`config.mk`:
```
export PLATFORM = sky130hd
export DESIGN_NAME = grs_seen_bits
export DESIGN_NICKNAME = d
export VERILOG_FILES = /design/src/hdl/grs_pkg.sv /design/src/hdl/grs_seen_bits.sv
export SDC_FILE = /design/constraint.sdc
export NUM_CORES = 1
export LEC_CHECK = 0
export BUFFER_PORTS_ARGS = -buffer_cell sky130_fd_sc_hd__buf_4
export CAP_MARGIN = 10
export CORE_MARGIN = 1
export CORE_UTILIZATION = 38
export DETAILED_ROUTE_END_ITERATION = 12
export MAX_ROUTING_LAYER = met4
export SETUP_SLACK_MARGIN = 0.2
export SYNTH_ARGS = -nofsm -noshare
export SYNTH_HDL_FRONTEND = slang
export SYNTH_SLANG_ARGS = --single-unit
```
`constraint.sdc`:
```
create_clock -name clk -period 2.84 [get_ports clk]
set_input_delay 0 -clock clk [delete_from_list [all_inputs] [get_ports clk]]
set_output_delay 0 -clock clk [all_outputs]
set_load 0.02 [all_outputs]
```
`src/hdl/grs_pkg.sv`:
```
// Package for the grouped running sum block.
// Holds the table sizes, field widths, action codes and the shared control
// struct. It depends on nothing else.
package grs_pkg;

  // Table size and sum width.
  localparam int GROUPS  = 256;
  localparam int SUM_W   = 32;
  localparam int IDX_W   = (GROUPS > 1) ? $clog2(GROUPS) : 1;

  // Field widths of the request and result channels.
  localparam int ACT_W   = 2;
  localparam int FIELD_W = 32;

  // Action codes.
  localparam logic [ACT_W-1:0] ACT_ACCUMULATE = 2'd0;
  localparam logic [ACT_W-1:0] ACT_READ       = 2'd1;
  localparam logic [ACT_W-1:0] ACT_NEW_SET    = 2'd2;

  typedef logic [IDX_W-1:0]        idx_t;
  typedef logic signed [SUM_W-1:0] sum_t;

  // Updates to the group seen bits.
  typedef struct packed {
    logic set;
    logic clr_all;
    idx_t idx;
  } seen_ctl_t;

  // Sign extends or truncates a sum to the width of a result field.
  function automatic logic signed [FIELD_W-1:0] sum_to_field(sum_t s);
    logic signed [FIELD_W-1:0] r;
    r = FIELD_W'(s);
    return r;
  endfunction

  // Sign extends or truncates a request value to the sum width.
  function automatic sum_t field_to_sum(logic signed [FIELD_W-1:0] v);
    sum_t r;
    r = SUM_W'(v);
    return r;
  endfunction

endpackage

```
`src/hdl/grs_seen_bits.sv`:
```
// Valid bits that mark which groups hold a written sum.
// Uses grs_pkg for the index type and the control struct.
module grs_seen_bits (
  input  logic               clk,
  input  logic               rst_n,
  input  grs_pkg::seen_ctl_t ctl,
  input  grs_pkg::idx_t      rd_idx,
  output logic               rd_seen
);
  import grs_pkg::*;

  logic [GROUPS-1:0] seen_r;
  logic [GROUPS-1:0] seen_nxt;

  // A new set clears every bit at once; an accumulate marks its group.
  always_comb begin
    seen_nxt = seen_r;
    if (ctl.clr_all) begin
      seen_nxt = '0;
    end else if (ctl.set) begin
      seen_nxt[ctl.idx] = 1'b1;
    end
  end

  always_ff @(posedge clk) begin
    if (!rst_n) begin
      seen_r <= '0;
    end else begin
      seen_r <= seen_nxt;
    end
  end

  assign rd_seen = seen_r[rd_idx];

`ifndef SYNTH
  // After a new set no group may still be marked.
  a_clear_all: assert property (@(posedge clk) disable iff (!rst_n)
    ctl.clr_all |=> (seen_r == '0))
    else $error("seen bits not cleared after new set");

  // A set without a clear leaves its group marked.
  a_set_sticks: assert property (@(posedge clk) disable iff (!rst_n)
    (ctl.set && !ctl.clr_all) |=> seen_r[$past(ctl.idx)])
    else $error("seen bit not set after accumulate");
`endif

endmodule

```
# [Word level (Yosys, flattened, before mapping)]
# Index checks and enable logic that the tools add are counted.
[totals] input_bits=20 ff_bits=256 out_inout_bits=1 word_cells=12
[op_classes] muxes=4 reduce_logical=2 order_cmp=3 n_bitwise=2
[ops] operator="256-bit bitwise OR" count=1
[ops] operator="8-bit by 9-bit < comparator with 1-bit output, second input constant" count=2
[ops] operator="1-bit binary-select mux with 8-bit select" count=1
[ops] operator="1-bit demux with 8-bit select" count=1
[ops] operator="8-bit by 1-bit greater-or-equal comparator with 1-bit output, second input constant" count=1
[ops] operator="1-bit two-way mux" count=2
[ops] operator="2-bit OR reduction" count=1
[ops] operator="1-bit logical AND" count=1
[ops] operator="1-bit inverter" count=1

# [Depth between registers and ports, before layout]
# Gate-level depths: netlist of the first run.
[logic_depth] ltp_word=5 depth_mapped=10 ltp_nobuf=7

# [Worst setup path after synthesis of the first run]
# Ideal clock, no wire load.
[synth_path] path_kind="reg-to-output" start="register seen_r[98]" end="output rd_seen" stages_incl_launch_ff=6 slack_ps=1097 arrival_time_ps=1743 path_buffers=0 required_ps=2840 cell_sequence="dfxtp_1 -> mux4_1 -> o21ai_0 -> a32oi_1 -> a32o_1 -> o41a_1"
[synth_between] elab_chain_len=2
[synth_lines] item="start: declaration" line_no="grs_seen_bits.sv:12" source="logic [GROUPS-1:0] seen_r;"
[synth_lines] item="start signal: assignment" line_no="grs_seen_bits.sv:29" source="seen_r <= seen_nxt;"
[synth_lines] item="1-bit binary-select mux with 8-bit select" line_no="grs_seen_bits.sv:33" source="assign rd_seen = seen_r[rd_idx];"
[synth_lines] item="1-bit two-way mux (not written as such)" line_no="grs_seen_bits.sv:33"
[synth_lines] item="end: declaration" line_no="grs_seen_bits.sv:8" source="output logic rd_seen"
# No other way between the ends. The select of a mux whose other input is x is not followed.

# [Worst setup path after layout of the first run]
[layout_path] start="register seen_r[234]" end="output rd_seen"
# Same word-level chain as after synthesis.

==> metrics.txt, run 1 <==
outcome complete, no violations; clock network fraction of total power 51.7%; Die H 167 µm; count of cell types in the netlist 46; total core area approximately 26000 µm²; worst skew pair latency 530 ps; Routed WL 27700 µm; fin crit share slightly above 90%; DR pass1 iterations 5; vias roughly 8000; unrepaired setup endpoints after global routing false; most common cell after layout, fill and taps aside nor2_1; Slew HR 30.8%; WP data required ~2800 ps; switching power 1.78 mW; Largest register FFs 256; layout cells sized above 1 12.3%; crit end category output pin; static leakage 4.32 nW; worst slew pin tran around 1000 ps; Max Cap Violations 0; Root Driver clkbuf_16; type of origin of the critical path flip-flop; DRT iter0 DRCs around 750; pre-CTS WS 200 ps; CP arrival 2600 ps; cell area power density 697 nW/µm²; Max Root-Sink Buffers 3; number of global-route vias before repair 7872; synth warn 0; Switching Share approximately a fifth; TritonCTS clock tree built; number of synthesized flops with an enable pin 0; Clock Pin Slew Worst Setup and Hold Paths 60 ps; Area Overhead vs Synth 15.7%; Yosys reg bits 256; die footprint 27800 µm²; reg2reg setup slack 1620 ps; GRT Overall Usage roughly a fifth; H-tree depth 1; Ports 21; post-synthesis sequential area ratio 49.8%; Synth async-reset ratio 0%; Post-CTS Setup Inserts 0; final hold vios 0; Cell Int Power about 6.5 mW; first-pass GRT wire length 43900 µm; drt wl/cell 18.7 µm; initial antenna violation count 0; final worst setup slack 242 ps; Final min period 2600 ps; fmax 0.385 GHz; Via density 5.51; setup TNS 0 ps; ant diodes 0; Final setup viols 0; commonest register cell after synthesis dfxtp_1; largest net degree at the start of global routing 100; Mapped Cells between 1000 and 1500; # nets final 1141; Initial Util 39.1%; DRC 0; Comb power frac 4.9%; most frequent cells in the layout nor2_1, dfxtp_1, a21oi_1, mux2i_1, buf_4; cts bufs inserted 28; maximum vdd drop just over 0.0008 V; Setup CP Type flip-flop to output pin; Top Registers seen_r (256); mapped cell area 10300 µm²; gpl congestion 0.802; Routed Antenna Nets 0; total grt overflow 0; crit-path max FO 2; syn_area_per_cell 9.07 µm²; largest register by flop count seen_r; standard-cell rows 59; type of the tightest min-delay check primary input to flip-flop; IO buf count 20; clock sink total 256; final slew viol count 0; DIE WIDTH around 170 µm; clock skew 0 ps; Detail Placement HPWL 17000 µm; syn nets about 1200; part of the power in registers 43.3%
-- worst paths after layout --
kind / from / depth (start not counted) / to
worst max-delay path: seen_r[234]$_SDFFE_PP0P_ / 8 / rd_seen
worst min-delay path: ctl[8] / 3 / seen_r[243]$_SDFFE_PP0P_
worst max register to register: seen_r[227]$_SDFFE_PP0P_ / 3 / seen_r[227]$_SDFFE_PP0P_
worst min register to register: seen_r[56]$_SDFFE_PP0P_ / 2 / seen_r[56]$_SDFFE_PP0P_
-- routing by layer --
| metal | track usage, % | vias to the layer above | wire length [µm] |
|---|---|---|---|
| met5 | - | - | 0 |
| met4 | 6.48 | 0 | 738 |
| met3 | 2.33 | 45 | 1590 |
| met2 | 32.1 | 213 | 12800 |
| met1 | 27.3 | 3938 | 12600 |
| li1 | - | 3947 | - |
-- stage by stage --
step                      instance area (µm²)  hold WS (ps)  power (mW)  utilization, %  cells
after floorplan                         10300           237        3.94               -   1136
after global placement                  10700           395        4.07            40.5   1416
after detailed placement                10700           394        4.07            40.5   1416
after CTS                               11900          36.3        8.36            45.2   1477
after global routing                    11900          71.8        8.53            45.2   1477
final                                   11900          33.8        8.30            45.2   1477
-- worst max-delay path: stages (launching register included) --
cell	delay, ps
dfxtp_1	320
mux4_2	460
mux2i_1	210
a22oi_1	80
and4_1	240
o31ai_4	270
nand4_1	140
o41a_1	170
buf_4	180
-- layout make-up --
class	instances	area [µm²]
Sequential cell	256	5120
Clock buffer	34	795
Clock inverter	17	322
Multi-Input combinational cell	768	4690
Tap cell	335	419
Fill cell	2491	14400
Inverter	2	7.51
Timing Repair Buffer	65	551
-- cells in the mapped netlist, types with 2 or more instances --
cell	count	area share, %
inv_1	2	0.073
nand2b_1	5	0.30
a21oi_1	239	12
buf_12	2	0.39
mux2i_1	71	6.9
clkbuf_1	84	3.1
nand3b_1	2	0.15
buf_6	7	0.77
nor2b_1	8	0.49
nand3_1	5	0.24
mux4_2	22	4.8
nor4_1	2	0.12
mux4_1	9	2.3
and3_1	16	0.97
o21ai_0	6	0.29
a22oi_1	2	0.15
buf_4	4	0.29
nand2_1	9	0.33
nor2_1	276	10
a31oi_1	19	1.2
buf_2	8	0.39
o21ai_1	4	0.19
and2_1	7	0.43
o41ai_1	2	0.17
o22ai_1	27	1.6
buf_1	3	0.11
nor3_1	13	0.63
dfxtp_1	256	50
nand4_1	2	0.12
a221oi_1	8	0.68
-- cells by family after synthesis --
logic type | after synthesis | share of synthesized area [%]
flip-flops | 256 | 49.8
AO/OA/AOI/OAI | 316 | 16.8
multiplexers | 102 | 14.0
buffers and inverters | 112 | 5.20
AND/OR/NAND/NOR | 350 | 14.3
-- power by group through the flow --
stage          clock [mW]  sequential (mW)  combinational [mW]
2_1_floorplan           0             3.67               0.267
3_3_place_gp            0             3.67               0.393
3_5_place_dp            0             3.67               0.395
4_1_cts              4.36             3.59               0.408
5_1_grt              4.50             3.59               0.435
6_report             4.29             3.59               0.409
-- timing repair --
action | in CTS | in global routing
resized for setup | 5 | 1
hold buffers | 10 | 0
cloned | 0 | 0
pin swaps | 2 | 0
endpoints found under the hold margin | 33 | 0
setup endpoints to repair | 1 | 1
(Power assumes the default switching activity.)
==> run 2, diff against run 1 <==
==> constraint.sdc (replaced) <==
create_clock -name clk -period 2.84 [get_ports clk]
set_input_delay 0 -clock clk [delete_from_list [all_inputs] [get_ports clk]]
set_output_delay 0 -clock clk [all_outputs]
set_load 0.05 [all_outputs]
==> metrics.txt, run 2 (synthesis results as in run 1) <==
outcome complete, no violations; part of the power in registers 46.6% (+3.3 points); total core area 26400 µm² (unchanged); WP data required 2840 ps (about the same); TritonCTS clock tree built; type of origin of the critical path flip-flop; type of the tightest min-delay check primary input to flip-flop; Max Root-Sink Buffers 3 (unchanged); pre-CTS WS 335 ps (+135 ps); fill cell count 2531 (+1.6%); switching power 1.73 mW (-2.4%); DRC 0 (unchanged); cell family with most CP delay compound AO/OA/AOI/OAI gates; DIE WIDTH 167 µm (unchanged); cts bufs inserted 28 (unchanged); most common cell after layout, fill and taps aside nor2_1; Routed Antenna Nets 0 (unchanged); crit end category output pin; first-pass GRT wire length 44700 µm (+1.9%); clock network fraction of total power 47.8% (-3.9 points); Largest register FFs 256 (unchanged); Crit-path slowest cell mux4_2; layout cells sized above 1 12.4% (+0.023 points); H-tree depth 1 (unchanged); fin crit share 90.4% (-1.1 points); worst slew pin tran 1060 ps (+20.9 ps); fmax 0.390 GHz (+1.2%); clock sink total 256 (unchanged); Root Driver clkbuf_16; Slew HR 29.4% (-1.4 points); max incr delay on CP 490 ps (+30 ps); Area Overhead vs Synth 14.8%; Post-CTS Setup Inserts 0 (unchanged); Comb power frac 5.6% (+0.7 points); vias 8189 (+0.56%); CP arrival 2570 ps (-30 ps); Ports 21 (unchanged); buffer and inverter count on the worst path 1 (unchanged); final core utilization 44.9% (-0.35 points); final worst setup slack 273 ps (+30.8 ps); number of global-route vias before repair 7726 (-1.9%); final slew viol count 0 (unchanged); unrepaired setup endpoints after global routing false; crit-path max FO 2 (unchanged); die footprint 27800 µm² (unchanged); Detail Placement HPWL 17100 µm (+0.63%); worst skew pair latency 530 ps (about the same); standard-cell rows 59 (unchanged); final hold vios 0 (unchanged); static leakage 4.29 nW (-0.80%); drt wl/cell 18.9 µm (+1.1%); Max Cap Violations 0 (unchanged); ant diodes 0 (unchanged); total grt overflow 0 (unchanged); cell area power density 653 nW/µm² (-6.3%); Via density 5.52 (+0.16%); Final min period 2570 ps (-30.7 ps); Initial Util 39.1% (unchanged); Final setup viols 0 (unchanged); Cell Int Power 5.98 mW (-8.3%); IO buf count 20 (unchanged); GRT Overall Usage 20.8% (+0.44 points); maximum vdd drop 0.000365 V (-55%); gpl congestion 0.820 (+2.2%); Switching Share 22.5% (+1.1 points); most frequent cells in the layout nor2_1, dfxtp_1, a21oi_1, mux2i_1, buf_4; initial antenna violation count 0 (unchanged); largest net degree at the start of global routing 65 (-35%); Top Registers seen_r (256); DR pass1 iterations 5 (unchanged); largest register by flop count seen_r; Routed WL 28100 µm (+1.5%); Die H 167 µm (unchanged); setup TNS 0 ps (unchanged); Clock Pin Slew Worst Setup and Hold Paths 60 ps (about the same); DRT iter0 DRCs 749 (+0.27%); # nets final 1147 (+0.53%); CP cell instances mux4_2, o21ai_1, a32oi_1, a32o_1, o41a_1, buf_6; Setup CP Type flip-flop to output pin; clock skew 0 ps (unchanged); worst hold margin 90.3 ps (+56.4 ps)
-- run 2: cell count changes in the layout (fill, tap and decap cells not counted), sizes merged --
cell and delta:
clkbuf +11, buf +7, bufinv -7, clkinvlp -3
dlygate4sd3 -1, inv -1
-- run 2: final timing paths --
path | startpoint | to | slack (ps) | cells after the start
worst max-delay path | seen_r[74]$_SDFFE_PP0P_ | rd_seen | 270 | 6
worst min-delay path | ctl[4] | seen_r[234]$_SDFFE_PP0P_ | 90 | 5
worst min register to register | seen_r[177]$_SDFFE_PP0P_ | seen_r[177]$_SDFFE_PP0P_ | 460 | 2
worst max register to register | seen_r[224]$_SDFFE_PP0P_ | seen_r[224]$_SDFFE_PP0P_ | 2180 | 2
-- run 2: per-stage QoR --
| step | total power [mW] | instance area [µm²] | std cells |
|---|---|---|---|
| after global placement | 4.09 | 10800 | 1423 |
| final | 7.72 | 11800 | 1483 |
| after global routing | 7.97 | 11800 | 1483 |
| after CTS | 7.77 | 11800 | 1483 |
| after floorplan | 3.95 | 10300 | 1136 |
| after detailed placement | 4.09 | 10800 | 1423 |
-- run 2: repair_timing --
item | in CTS | in global routing
gates resized for setup | 6 | 3
hold buffers | 9 | 0
endpoints found under the hold margin | 31 | 0
pin swaps | 2 | 0
endpoints found under the setup margin | 1 | 1
-- run 2: area by class of cell --
class | count | area (µm²) | area share, %
Timing Repair Buffer | 71 | 622 | 5.26
Multi-Input combinational cell | 768 | 4700 | 39.8
Clock buffer | 45 | 866 | 7.33
Inverter | 2 | 7.51 | 0.0635
Tap cell | 335 | 419 | 3.55
Clock inverter | 6 | 80.1 | 0.677
Sequential cell | 256 | 5120 | 43.4
-- run 2: worst min-delay path, delay by kind of cell --
kind / cells / cell delay [ps]
simple gates: 2 / 100
buf+inv: 2 / 340
compound gates: 1 / 140
-- run 2: metal layers --
layer,GRT usage (%),part of all wire (%),vias up
met5,-,0,-
met1,29.2,47,3943
met4,5.72,2.4,0
met3,2.47,5.3,49
li1,-,-,3963
met2,31.6,45,234
-- run 2: power by group through the flow --
| stage | logic (mW) | clock network (mW) | registers, mW |
|---|---|---|---|
| floorplan | 0.271 | 0 | 3.67 |
| global placement | 0.411 | 0 | 3.67 |
| detailed placement | 0.411 | 0 | 3.67 |
| CTS | 0.424 | 3.75 | 3.60 |
| global route | 0.455 | 3.92 | 3.59 |
| finish | 0.429 | 3.69 | 3.60 |
